<file path="src/rtl/core/bmm_queue.sv">
module bmm_queue #(
  parameter int WIDTH = 8,
  parameter int DEPTH = 2
) (
  input  logic                         clk,
  input  logic                         rst,
  input  logic                         push,
  input  logic [WIDTH-1:0]             wdata,
  output logic                         full,
  input  logic                         pop,
  output logic [WIDTH-1:0]             rdata,
  output logic                         empty,
  output logic [$clog2(DEPTH+1)-1:0]   count
);

  localparam int PW = (DEPTH > 1) ? $clog2(DEPTH) : 1;
  localparam int CW = $clog2(DEPTH + 1);

  logic [WIDTH-1:0] slots [DEPTH];
  logic [PW-1:0]    wr_ptr;
  logic [PW-1:0]    rd_ptr;
  logic             do_push;
  logic             do_pop;

  function automatic logic [PW-1:0] ptr_inc(input logic [PW-1:0] p);
    return (p == PW'(DEPTH - 1)) ? '0 : p + 1'b1;
  endfunction

  assign full    = (count == CW'(DEPTH));
  assign empty   = (count == '0);
  assign do_push = push && !full;
  assign do_pop  = pop && !empty;
  assign rdata   = slots[rd_ptr];

  always_ff @(posedge clk) begin
    if (rst) begin
      wr_ptr <= '0;
      rd_ptr <= '0;
      count  <= '0;
    end else begin
      if (do_push) wr_ptr <= ptr_inc(wr_ptr);
      if (do_pop)  rd_ptr <= ptr_inc(rd_ptr);
      case ({do_push, do_pop})
        2'b10:   count <= count + 1'b1;
        2'b01:   count <= count - 1'b1;
        default: count <= count;
      endcase
    end
  end

  always_ff @(posedge clk) begin
    if (do_push) slots[wr_ptr] <= wdata;
  end

endmodule

</file>
<file path="config.mk">
export PLATFORM = sky130hd
export DESIGN_NAME = bmm_queue
export DESIGN_NICKNAME = d
export VERILOG_FILES = /design/src/rtl/core/bmm_queue.sv
export SDC_FILE = /design/constraint.sdc
export NUM_CORES = 1
export LEC_CHECK = 0
export BUFFER_PORTS_ARGS = -buffer_cell sky130_fd_sc_hd__buf_2
export CAP_MARGIN = 40
export CORE_MARGIN = 2
export CORE_UTILIZATION = 43
export CTS_CLUSTER_DIAMETER = 60
export DETAILED_ROUTE_END_ITERATION = 8
export HOLD_SLACK_MARGIN = 0.03
export MAX_ROUTING_LAYER = met4
export PLACE_DENSITY = 0.83
export SKIP_CTS_REPAIR_TIMING = 1
export SYNTH_ARGS = -nofsm -noshare
export SYNTH_HDL_FRONTEND = slang
export SYNTH_SLANG_ARGS = --single-unit
</file>
<file path="constraint.sdc">
create_clock -name clk -period 1.4 [get_ports clk]
set_input_delay 0.14 -clock clk [delete_from_list [all_inputs] [get_ports clk]]
set_output_delay 0.14 -clock clk [all_outputs]
set_load 0.01 [all_outputs]
</file>
; Word-level counts from Yosys, hierarchy flattened
; Memories as Yosys holds them, arrays and structs flattened. A register that Yosys moved wholly into a read port is not among the register bits.
; Index checks and enable logic that the tools add are counted.
[op_classes]
reduce_logical = 6
mux = 7
n_eq_ne = 3
add_sub_neg = 4
[ops]
columns = op, count
row1 = 1-bit 2-to-1 mux, 6
row2 = "2-bit == test, second input constant", 2
row3 = 2-bit one-hot mux with 2 select lines, 1
row4 = "1-bit adder, second input constant", 2
row5 = "2-bit by 1-bit adder with 2-bit output, second input constant", 1
row6 = "2-bit by 1-bit == test with 1-bit output, second input constant", 1
row7 = 1-bit logical AND, 2
row8 = 1-bit zero test, 2
row9 = 2-bit zero test, 1
row10 = 2-bit nonzero test, 1
row11 = "2-bit by 1-bit subtractor with 2-bit output, second input constant", 1
[totals]
ram_bits = 16
reg_bits = 4
memories = 1
word_cells = 24
input_bits = 12
[mem_list]
columns = memory, words, width, read_ports, rd_ports_with_merged_regs, write_ports, line
row1 = slots, 2, 8, 1, 1, 1, 19  ; logic [WIDTH-1:0] slots [DEPTH];

; Longest topological paths before layout
[depth]
ltp_word = 5
ltp_mapped = 6

; Worst setup path after synthesis
; No wires, ideal clock.
[synth_path]
path_kind = reg2reg
start = register count[0]
end = memory slots[0][0] (enable)
arrival_time_ps = 1189
path_slack_ps = -113
setup_time_ps = 324
required_ps = 1076
n_path_buf = 0
period_less_slack_ps = 1513
stages_incl_launch_ff = 5
cell_sequence = dfxtp_1 > nand2b_2 > inv_2 > or3_1 > inv_1
[synth_between]
elab_chain_cells = 5
[synth_lines]
columns = element, line
row1 = start: declaration, 13  ; output logic [$clog2(DEPTH+1)-1:0] count
row2 = start signal: assignment, 44  ; 2'b10: count <= count + 1'b1;
row3 = start signal: assignment, 45  ; 2'b01: count <= count - 1'b1;
row4 = start signal: assignment, 46  ; default: count <= count;
row5 = 2-bit == test, 29  ; assign full = (count == CW'(DEPTH));
row6 = named net full, 9  ; output logic full,
row7 = 1-bit zero test, 31  ; assign do_push = push && !full;
row8 = 1-bit logical AND, 31
row9 = 1-bit 2-to-1 mux, 52  ; if (do_push) slots[wr_ptr] <= wdata;
row10 = 1-bit 2-to-1 mux (implied by the code), 52
row11 = end: declaration, 19
; The timed path passes the listed nets, and every way through them passes these cells.

; Worst setup path in the final report
[layout_path]
start = register count[0]
end = register count[1]
[layout_between]
elab_chain_cells = 5
[layout_lines]
columns = element, line
row1 = 2-bit == test / 2-bit zero test (equally long branches), "29, 30"
row2 = 1-bit zero test (on tied branches), "31, 32"
row3 = 1-bit logical AND (on tied branches), "31, 32"
row4 = 2-bit by 1-bit == test with 1-bit output / 2-bit == test (equally long branches), 43  ; case ({do_push, do_pop})
row5 = 2-bit one-hot mux with 2 select lines / 2-bit nonzero test (equally long branches), --
; Several ways; a longest one is shown, not always the timed one.
; A chain may end at the register's enable or synchronous reset.

==> impl_metrics.toml <==
[outcome]
status = "finished, final reports clean"

[yosys]
netlist.top_cell.by_area = "edfxtp_1"
syn_avg_cell_area_sq_um = 15.7
ys_ff_latch = 21
yosys_warnings = 0
synth_area_sq_um = 798
synth_nets = 64
yosysTopAreaCellShare_pct = 60.2
synthCells = 51
synth.distinct_cells = 17
yosysSeqAreaShare_pct = 72.7
synth.area.top_cells = "edfxtp_1, dfxtp_1, mux2_2"

[hold_path]
hold_start = "rst"
min_path_type = "primary input to flip-flop"

[global_route]
track_usage_pct = 13.5
grt_overflow = 0
antenna_found_initial = 0
grt_pass1_vias = 457
grt_max_degree = 13
grt_pass1_wl_mm = 1.93

[placed_design]
port-buffer-count = 23
gp_congestion = 0.651
place_area_sq_um = 973
dp_hpwl_mm = 1.00
post-place-cells = 101

[detailed_routing]
drtAntennaViolNets = 0
drc_errors = 0
via_per_inst = 4.61
drtIter0Drc = 6
drt-wirelength-per-cell_um = 12.8
dr_total_vias = 526
routed_wl_mm = 1.46
dr.pass1.iters = 4

[floorplanning]
die_y_um = 47.1
dieArea_sq_um = 2220
core_area_sq_um = 1750
initial_core_util_pct = 45.7
fp.dieW_um = 47.1
rows = 15
ios = 24

[sta]
fin_crit_sh_pct = 97.7
rsz0062_at_grt = "yes"
maxSlewViolCount = 0
whs_ns = 0.0509
finalCriticalPeriod_ns = 1.37
max_slew_margin_pct = 73.3
tightestPinTransition_ns = 0.401
hold_viol = 0
timing.fmax_mhz = 731
setup_violations = 0
fin_skew_ns = 0.00166

[finish]
layout-drive-gt1-share_pct = 52.8
fin_cells = 114
design_area_sq_um = 1110
fillers = 158
seq_area_sq_um = 592
finalNetCount = 103
multi_input_area_sq_um = 218
antenna_cells = 0
areaGrowthSynthToFinish_pct = 38.7

[cts]
cts_buffer_depth = 2
cts_tree = "built"
clk_latency_ns = 0.29
clkSinkCount = 21
cts_inserted_buffers = 3
path_clk_slew_ns = 0.11
root_buffer = "clkbuf_4"
htreeDepth = 1

[setup_path]
startpoint_type = "flip-flop"
cp.arrival_ns = 1.60
critPathLaunch = "count[0]"
setup.worst_path.class = "flip-flop to flip-flop"
cp_max_fo = 3
end_kind = "flip-flop"
r2r_start = "count[0]"
cp_data_required_time_ns = 1.63

[pwr]
p_total_mw = 1.92
p_per_area_nw_per_um2 = 1730
ir_worst_vdd_uv = 1150
leakagePower_nw = 0.454

[flow_run]
max-cap-violations = 0
[cell usage in the layout (no fill, tap or decap), drive strengths merged, types with 2 or more instances in the layout]
cell type,Yosys,routed
clkbuf,1,3
xnor2,2,2
mux2,8,8
buf,0,27
dfxtp,5,5
dlygate4sd3,0,8
edfxtp,16,16
a21oi,2,2
or3,2,2
nor2,4,4
inv,3,3
o21ai,2,2
[layout make-up]
class | instances | area share (%)
repair buffers | 35 | 20.3
flip-flops and latches | 21 | 53.4
clock buffers | 3 | 2.03
well taps | 25 | 2.82
multi-input cells | 26 | 19.7
inverters | 3 | 1.24
clock inverters | 1 | 0.452
[per-stage QoR]
step                      util, %  setup TNS, ns  setup WS [ns]
after floorplan                 -              0       0.000234
after global placement       55.8              0         0.0591
after detailed placement     55.8              0        0.00895
after CTS                    57.3         -0.771         -0.109
after global routing         63.4        -0.0433        -0.0433
final                        63.4              0         0.0323
[synth_stat cells, drive strengths merged]
cell type / count
edfxtp: 16
mux2: 8
dfxtp: 5
nor2: 4
inv: 3
a21oi: 2
o21ai: 2
or3: 2
xnor2: 2
and3: 1
clkbuf: 1
ha: 1
nand2: 1
nand2b: 1
o21a: 1
xor2: 1
[path summary, 6_finish.rpt]
check / cells after the start / slack, ns / endpoint
worst max-delay path: 5 / 0.03 / count[1]
worst min-delay path: 2 / 0.05 / count[1]
worst max register to register: 5 / 0.03 / count[1]
worst min register to register: 2 / 0.53 / wr_ptr
[power by group]
group          internal, mW  total [mW]  switching [mW]  leakage, nW
combinational         0.400       0.724           0.324        0.243
clock                 0.106       0.276           0.170       0.0177
sequential            0.826       0.917          0.0912        0.193
total                  1.33        1.92           0.585        0.454
[routing by layer]
layer / global-route usage (%) / wire length, um / vias up
met2: 23.6 / 814 / 21
met4: 5.00 / 10 / 0
met3: 4.23 / 76 / 2
met5: - / 0 / -
met1: 14.1 / 556 / 245
li1: - / - / 258
[worst max-delay path, stage by stage (launching register included)]
cell	delay (ns)
dfxtp_4	0.37
nand2b_4	0.15
nand2_1	0.07
ha_2	0.27
or3_1	0.34
a21oi_1	0.11
[sequential cells by signal (all words and copies together), names as in the netlist, named ones only]
signal	flops
slots	16
count	2
rd_ptr	1
wr_ptr	1
[logic make-up after synthesis]
logic type	synth area share (%)
xor+xnor	3.29
fa+ha+maj	1.57
mux	11.3
simple gates	5.80
buf+inv	1.88
flops	72.7
compound gates	3.45
Power figures use the tool's default switching activity.
