$ cat src/rtl/core/bmm_pkg.sv
package bmm_pkg;

  localparam int ADDR_W  = 16;
  localparam int OFF_W   = 19;
  localparam int DATA_W  = 8;
  localparam int BANK_W  = 5;
  localparam int SIZE_W  = 20;
  localparam int PAGE_W  = 14;   // offset within one 16 KiB ROM bank
  localparam int WIN_W   = 13;   // offset within one 8 KiB window

  localparam int BOOT_BYTES = 256;
  localparam int BOOT_AW    = 8;
  localparam int VRAM_BYTES = 8192;
  localparam int WRAM_BYTES = 8192;
  localparam int HIGH_BYTES = 512;  // 0xFE00-0xFFFF: object RAM, IO and high RAM
  localparam int HIGH_AW    = 9;

  localparam logic [OFF_W-1:0]  HEADER_OFF       = 19'h00147;
  localparam logic [SIZE_W-1:0] MBC_MIN_SIZE     = 20'h00148;
  localparam logic [ADDR_W-1:0] OVERLAY_OFF_ADDR = 16'hFF50;
  localparam logic [3:0]        RAM_EN_CODE      = 4'hA;
  localparam logic [DATA_W-1:0] FILL_BYTE        = 8'hFF;
  localparam logic [BANK_W-1:0] BANK_ONE         = 5'd1;
  localparam logic [DATA_W-1:0] CART_TYPE_MIN    = 8'd1;
  localparam logic [DATA_W-1:0] CART_TYPE_MAX    = 8'd3;

  typedef enum logic [1:0] {
    CMD_READ      = 2'd0,
    CMD_WRITE     = 2'd1,
    CMD_LOAD_CART = 2'd2,
    CMD_LOAD_BOOT = 2'd3
  } cmd_t;

  typedef enum logic [2:0] {
    RGN_ROM0 = 3'd0,
    RGN_ROMX = 3'd1,
    RGN_VRAM = 3'd2,
    RGN_CRAM = 3'd3,
    RGN_WRAM = 3'd4,
    RGN_HIGH = 3'd5,
    RGN_NONE = 3'd6,
    RGN_IE   = 3'd7
  } region_t;

  typedef struct packed {
    cmd_t               cmd;
    region_t            region;
    logic               low_page;     // below 0x0100, boot overlay window
    logic               ram_en_area;  // below 0x2000, RAM enable register
    logic               overlay_off;  // write to 0xFF50
    logic               load_ok;      // load offset inside its ROM
    logic               header;       // load offset hits the cartridge type byte
    logic [ADDR_W-1:0]  addr;
    logic [OFF_W-1:0]   offset;
    logic [DATA_W-1:0]  data;
  } req_t;

endpackage

$ cat src/rtl/core/bmm_front.sv
module bmm_front #(
  parameter int ROM_BYTES = 524288
) (
  input  logic                         push,
  output logic                         full,
  input  logic [1:0]                   cmd,
  input  logic [bmm_pkg::ADDR_W-1:0]   bus_address,
  input  logic [bmm_pkg::OFF_W-1:0]    load_offset,
  input  logic [bmm_pkg::DATA_W-1:0]   write_data,
  input  logic                         q_full,
  input  logic                         clearing,
  output logic                         q_push,
  output bmm_pkg::req_t                req
);

  bmm_pkg::cmd_t    op;
  bmm_pkg::region_t region;

  assign op     = bmm_pkg::cmd_t'(cmd);
  assign full   = q_full || clearing;
  assign q_push = push && !full;

  // Split the bus address into its region of the memory map.
  always_comb begin
    if (bus_address < 16'h4000)       region = bmm_pkg::RGN_ROM0;
    else if (bus_address < 16'h8000)  region = bmm_pkg::RGN_ROMX;
    else if (bus_address < 16'hA000)  region = bmm_pkg::RGN_VRAM;
    else if (bus_address < 16'hC000)  region = bmm_pkg::RGN_CRAM;
    else if (bus_address < 16'hFE00)  region = bmm_pkg::RGN_WRAM;
    else if (bus_address <= 16'hFE9F) region = bmm_pkg::RGN_HIGH;
    else if (bus_address < 16'hFF00)  region = bmm_pkg::RGN_NONE;
    else if (bus_address < 16'hFFFF)  region = bmm_pkg::RGN_HIGH;
    else                              region = bmm_pkg::RGN_IE;
  end

  always_comb begin
    req             = '0;
    req.cmd         = op;
    req.region      = region;
    req.low_page    = (bus_address < 16'h0100);
    req.ram_en_area = (bus_address < 16'h2000);
    req.overlay_off = (bus_address == bmm_pkg::OVERLAY_OFF_ADDR);
    req.header      = (load_offset == bmm_pkg::HEADER_OFF);
    req.addr        = bus_address;
    req.offset      = load_offset;
    req.data        = write_data;
    unique case (op)
      bmm_pkg::CMD_LOAD_CART: req.load_ok = (32'(load_offset) < ROM_BYTES);
      bmm_pkg::CMD_LOAD_BOOT: req.load_ok = (32'(load_offset) < bmm_pkg::BOOT_BYTES);
      default:                req.load_ok = 1'b0;
    endcase
  end

endmodule

$ cat config.mk
export PLATFORM = sky130hd
export DESIGN_NAME = bmm_front
export DESIGN_NICKNAME = d
export VERILOG_FILES = /design/src/rtl/core/bmm_pkg.sv /design/src/rtl/core/bmm_front.sv
export SDC_FILE = /design/constraint.sdc
export NUM_CORES = 1
export LEC_CHECK = 0
export BUFFER_PORTS_ARGS = -buffer_cell sky130_fd_sc_hd__buf_2
export CORE_MARGIN = 3
export CORE_UTILIZATION = 28
export DETAILED_ROUTE_END_ITERATION = 10
export PLACE_DENSITY = 0.85
export SLEW_MARGIN = 20
export SYNTH_ARGS = -nofsm -noshare
export SYNTH_HDL_FRONTEND = slang
export SYNTH_SLANG_ARGS = --single-unit
$ cat constraint.sdc
create_clock -name vclk -period 0.8
set_input_delay 0.04 -clock vclk [all_inputs]
set_output_delay 0.04 -clock vclk [all_outputs]
set_load 0.01 [all_outputs]
Word level (Yosys, flattened, before mapping)
Index checks and enable logic that the tools add are counted.
- memories kept: 0
- RAM bits: 0
- bits in read-only memories: 0
- logic and storage cells: 27
- bits in registers: 0
- input port bits: 48
- bits in latches: 0
- output and inout port bits: 55
- shifts and indexed selects: 0
- multipliers: 0
- add/subtract/negate cells: 0
- divide/modulo/power cells: 0
- mux-type cells: 9
- bitwise operators: 0
- equal/unequal tests: 4
- reduce and logical (&&, ||, !) cells: 3
- order comparisons: 11
- operators with widths (operator ; count):
    $lt 16x16->1 const B ; 6
    $eq 19x9->1 const B ; 1
    $lt 19x9->1 const B ; 1
    $eq 16x16->1 const B ; 1
    $le 16x16->1 const B ; 1
    $lt 16x14->1 const B ; 1
    $lt 16x15->1 const B ; 1
    $lt 16x9->1 const B ; 1
    $mux 3 ; 4
    $mux 2 ; 4
    $eq 2x2->1 const B ; 2
    $pmux 1 s2 ; 1
    $logic_and 1x1->1 ; 1
    $logic_not 1->1 ; 1
    $logic_or 1x1->1 ; 1

Logic depth before layout (Yosys ltp)
- word-level depth: 9
- mapped depth: 3
- mapped depth without buffers: 3

Least setup slack after synthesis
Ideal clock, no wire load.
- kind: in2out
- start point: input port load_offset[18] in the netlist's numbering
- end point: output port req[43] in the netlist's numbering
- required time: 0.760 ns
- slack: -0.002 ns
- buffers on the path: 0
- cell stages on the path: 3
- arrival: 0.762 ns
- cells stage by stage: nor4_2 nand3_1 nor4_2
- RTL lines (element ; line ; source):
    from (decl) ; bmm_front.sv:8 ; input logic [bmm_pkg::OFF_W-1:0] load_offset,
    to (decl) ; bmm_front.sv:13 ; output bmm_pkg::req_t req

==> impl_metrics.xml <==
<?xml version="1.0" encoding="UTF-8"?>
<metrics>
  <group name="hold_path">
    <metric name="timing.hold.worst_endpoint" unit="">req[5]</metric>
    <metric name="hold_start" unit="">write_data[5]</metric>
    <metric name="worst_hold_path_type" unit="">input port to output port</metric>
    <metric name="hold-path-cell-count" unit="">0</metric>
  </group>
  <group name="sta">
    <metric name="finalWorstSetupSlack" unit="ns">-0.120</metric>
    <metric name="hold_slack" unit="ns">0.0800</metric>
    <metric name="slew_viol_final" unit="">0</metric>
    <metric name="rsz0062_at_grt" unit="">yes</metric>
    <metric name="setup_viol" unit="">3</metric>
    <metric name="worst_max_slew_pin_slew" unit="ns">0.233</metric>
    <metric name="final-hold-violation-count" unit="">0</metric>
    <metric name="min_period_over_period" unit="%">115</metric>
    <metric name="setup_total_negative_slack" unit="ns">-0.262</metric>
    <metric name="final_period_minus_worst_setup_slack" unit="ns">0.920</metric>
    <metric name="timing.fmax" unit="MHz">1090</metric>
    <metric name="max_slew_margin" unit="%">84.4</metric>
  </group>
  <group name="floorplanning">
    <metric name="fp.dieArea" unit="mm^2">0.00262</metric>
    <metric name="core_ar" unit="mm^2">0.00182</metric>
    <metric name="initial_utilization" unit="%">31.4</metric>
    <metric name="num_rows" unit="">15</metric>
    <metric name="die_h" unit="um">51.2</metric>
    <metric name="die_x" unit="um">51.2</metric>
    <metric name="floorplan.io_pins" unit="">103</metric>
  </group>
  <group name="drt">
    <metric name="vias" unit="">736</metric>
    <metric name="ant_nets" unit="">0</metric>
    <metric name="drc_errors" unit="">0</metric>
    <metric name="route.final.wire_length" unit="um">2090</metric>
    <metric name="drt-vias-per-instance" unit="">4.66</metric>
    <metric name="detail_route.iter0.violations" unit="">6</metric>
    <metric name="first_pass_iteration_count_of_the_detailed_router" unit="">4</metric>
    <metric name="wire_per_inst" unit="um">13.2</metric>
  </group>
  <group name="worst_setup_path">
    <metric name="timing_worst_setup_path_type" unit="">input port to output port</metric>
    <metric name="critical-path-slowest-cell" unit="">sky130_fd_sc_hd__nor4b_4</metric>
    <metric name="worstPathArrival" unit="ns">0.88</metric>
    <metric name="worstSetupStartpoint" unit="">load_offset[7]</metric>
    <metric name="timing.critical_path.cells" unit="">buf_6, nor4b_4, nand3_2, nor4_4, buf_2</metric>
    <metric name="critPathMaxStageDelay" unit="ns">0.26</metric>
    <metric name="cpLargestDelayFamily" unit="">simple AND/OR/NAND/NOR gates</metric>
    <metric name="cp.required" unit="ns">0.76</metric>
    <metric name="timing.critical_path.from_type" unit="">input port</metric>
    <metric name="timing.critical_path.to_type" unit="">output port</metric>
    <metric name="critical_path_buf_inv_count" unit="">2</metric>
    <metric name="timing.critical_path.fanout_max" unit="">2</metric>
  </group>
  <group name="cells_and_area">
    <metric name="sequential_cell_total" unit="">0</metric>
    <metric name="layout_cell_share_with_drive_strength_beyond_1" unit="%">83.5</metric>
    <metric name="final_net_count" unit="">183</metric>
    <metric name="final_core_density" unit="%">54.6</metric>
    <metric name="clock_buffer_count" unit="">0</metric>
    <metric name="register_area" unit="um^2">0</metric>
    <metric name="area_growth_syn_to_layout" unit="%">73.7</metric>
    <metric name="antennaDiodeCount" unit="">0</metric>
  </group>
  <group name="global_route">
    <metric name="grt_max_degree" unit="">6</metric>
    <metric name="grtUsageTotal" unit="%">12.5</metric>
    <metric name="antenna_found_initial" unit="">0</metric>
    <metric name="global_route_wire_length_before_repair" unit="um">2700</metric>
    <metric name="vias_in_the_first_global_route" unit="">671</metric>
    <metric name="global_route.overflow_total" unit="">0</metric>
  </group>
  <group name="logic_synthesis">
    <metric name="post_synthesis_cell_area" unit="um^2">572</metric>
    <metric name="synth_area_leader_cell" unit="">sky130_fd_sc_hd__buf_4</metric>
    <metric name="synthDistinctLibCells" unit="">21</metric>
    <metric name="seq_area_frac_synth" unit="%">0</metric>
    <metric name="cell_types_occupying_the_most_area_after_synthesis" unit="">sky130_fd_sc_hd__buf_4, sky130_fd_sc_hd__nor4_2, sky130_fd_sc_hd__nor2_1</metric>
    <metric name="postSynthNetCount" unit="">132</metric>
    <metric name="yosysWarnings" unit="">0</metric>
    <metric name="synth_top_area_share" unit="%">59.1</metric>
    <metric name="netlist_instances" unit="">84</metric>
    <metric name="syn_area_per_cell" unit="um^2">6.81</metric>
  </group>
  <group name="run_status">
    <metric name="failed_checks" unit="">setup timing</metric>
    <metric name="result_of_the_run" unit="">complete, but fails checks</metric>
  </group>
  <group name="power_and_ir_drop">
    <metric name="net-switching-power" unit="uW">244</metric>
    <metric name="power_frac_comb" unit="%">100.0</metric>
    <metric name="p_per_area" unit="mW/mm^2">516</metric>
    <metric name="power_switching_share" unit="%">47.6</metric>
    <metric name="power.internal" unit="uW">269</metric>
    <metric name="cellLeakagePower" unit="nW">0.523</metric>
    <metric name="worst_vdd_rail_ir_drop" unit="V">0.000336</metric>
    <metric name="total_power" unit="uW">512</metric>
    <metric name="power.share.clock" unit="%">0</metric>
    <metric name="power.share.sequential" unit="%">0</metric>
  </group>
  <group name="cts">
    <metric name="holdBufCountCts" unit="">0</metric>
  </group>
  <group name="placed_design">
    <metric name="detailedPlace.worstSlack" unit="ns">-0.321</metric>
    <metric name="port-buffer-count" unit="">87</metric>
    <metric name="detailed_place_hpwl" unit="um">1620</metric>
    <metric name="routabilityCongestion" unit="">0.710</metric>
  </group>
  <group name="job">
    <metric name="max-cap-violations" unit="">0</metric>
  </group>
</metrics>
worst max-delay path by stage:
stage / endpoint / slack [ns] / cells past startpoint
5_1_grt: req[43] / -0.17 / 5
2_1_floorplan: req[43] / 0.006 / 3
4_1_cts: req[43] / -0.14 / 5
6_report: req[43] / -0.12 / 5
3_5_place_dp: req[43] / -0.32 / 5
3_3_place_gp: req[43] / -0.31 / 5
synthesized netlist by cell type (2+ instances only):
master	count
sky130_fd_sc_hd__buf_4	45
sky130_fd_sc_hd__nor2_1	6
sky130_fd_sc_hd__nand3_1	4
sky130_fd_sc_hd__inv_1	3
sky130_fd_sc_hd__nand2_1	3
sky130_fd_sc_hd__nand4_1	3
sky130_fd_sc_hd__nor4_2	3
sky130_fd_sc_hd__a21oi_1	2
sky130_fd_sc_hd__nor3_1	2
sky130_fd_sc_hd__nor4_1	2
what timing repair did:
action                     4_1_cts  5_1_grt
pin swaps                       11       12
gates cloned                     0        0
buffers inserted                 1        0
resized for setup               18       31
setup endpoints to repair        4        6
power by group through the flow:
stage	clock network, mW	logic, mW	registers (mW)
floorplan	0	0.288	0
detailed placement	0	0.393	0
finish	0	0.512	0
global route	0	0.551	0
global placement	0	0.388	0
CTS	0	0.446	0
layer usage:
| layer | vias up | wire length (um) | GRT usage, % |
|---|---|---|---|
| li1 | 350 | - | - |
| met1 | 304 | 633 | 11.5 |
| met2 | 78 | 1060 | 27.3 |
| met3 | 4 | 378 | 3.79 |
| met4 | 0 | 10 | 0.448 |
| met5 | - | 0 | 0 |
cell families (layout without fill, tap and decap cells):
kind of cell	count (synthesis)	in the layout	synth area share, %
AO/OA/AOI/OAI	7	7	8.32
buffers and inverters	48	97	61.0
AND/OR/NAND/NOR	29	29	30.6
metrics by stage:
stage / area [um^2] / std cells
after floorplan: 581 / 84
after global placement: 762 / 158
after detailed placement: 762 / 158
after CTS: 863 / 158
after global routing: 993 / 158
final: 993 / 158
placed cells by master (no fill, tap or decap):
master                     Yosys  routed
sky130_fd_sc_hd__a21oi_1       2       2
sky130_fd_sc_hd__and2_1        1       1
sky130_fd_sc_hd__and3_4        0       1
sky130_fd_sc_hd__and4_4        0       1
sky130_fd_sc_hd__buf_2         0      68
sky130_fd_sc_hd__buf_4        45      12
sky130_fd_sc_hd__buf_6         0      10
sky130_fd_sc_hd__buf_8         0       4
sky130_fd_sc_hd__inv_1         3       3
sky130_fd_sc_hd__nand2_1       3       3
sky130_fd_sc_hd__nand2b_1      1       1
sky130_fd_sc_hd__nand3_1       4       2
sky130_fd_sc_hd__nand3_2       0       2
sky130_fd_sc_hd__nand4_1       3       3
sky130_fd_sc_hd__nor2_1        6       5
sky130_fd_sc_hd__nor2_4        0       1
sky130_fd_sc_hd__nor3_1        2       1
sky130_fd_sc_hd__nor3_2        0       1
sky130_fd_sc_hd__nor4_2        3       2
sky130_fd_sc_hd__nor4_4        0       3
sky130_fd_sc_hd__nor4b_4       0       1
sky130_fd_sc_hd__o211a_1       1       1
sky130_fd_sc_hd__o21ai_2       0       1
sky130_fd_sc_hd__o22ai_2       0       1
sky130_fd_sc_hd__o311ai_4      0       1
sky130_fd_sc_hd__o31ai_4       0       1
sky130_fd_sc_hd__or2_2         1       1
layout make-up:
type	instances	area, um^2
tap	25	31.3
fill	156	827
multi-input combinational	36	348
inverter	3	11.3
timing repair buffer	94	603
(Power assumes the default switching activity.)
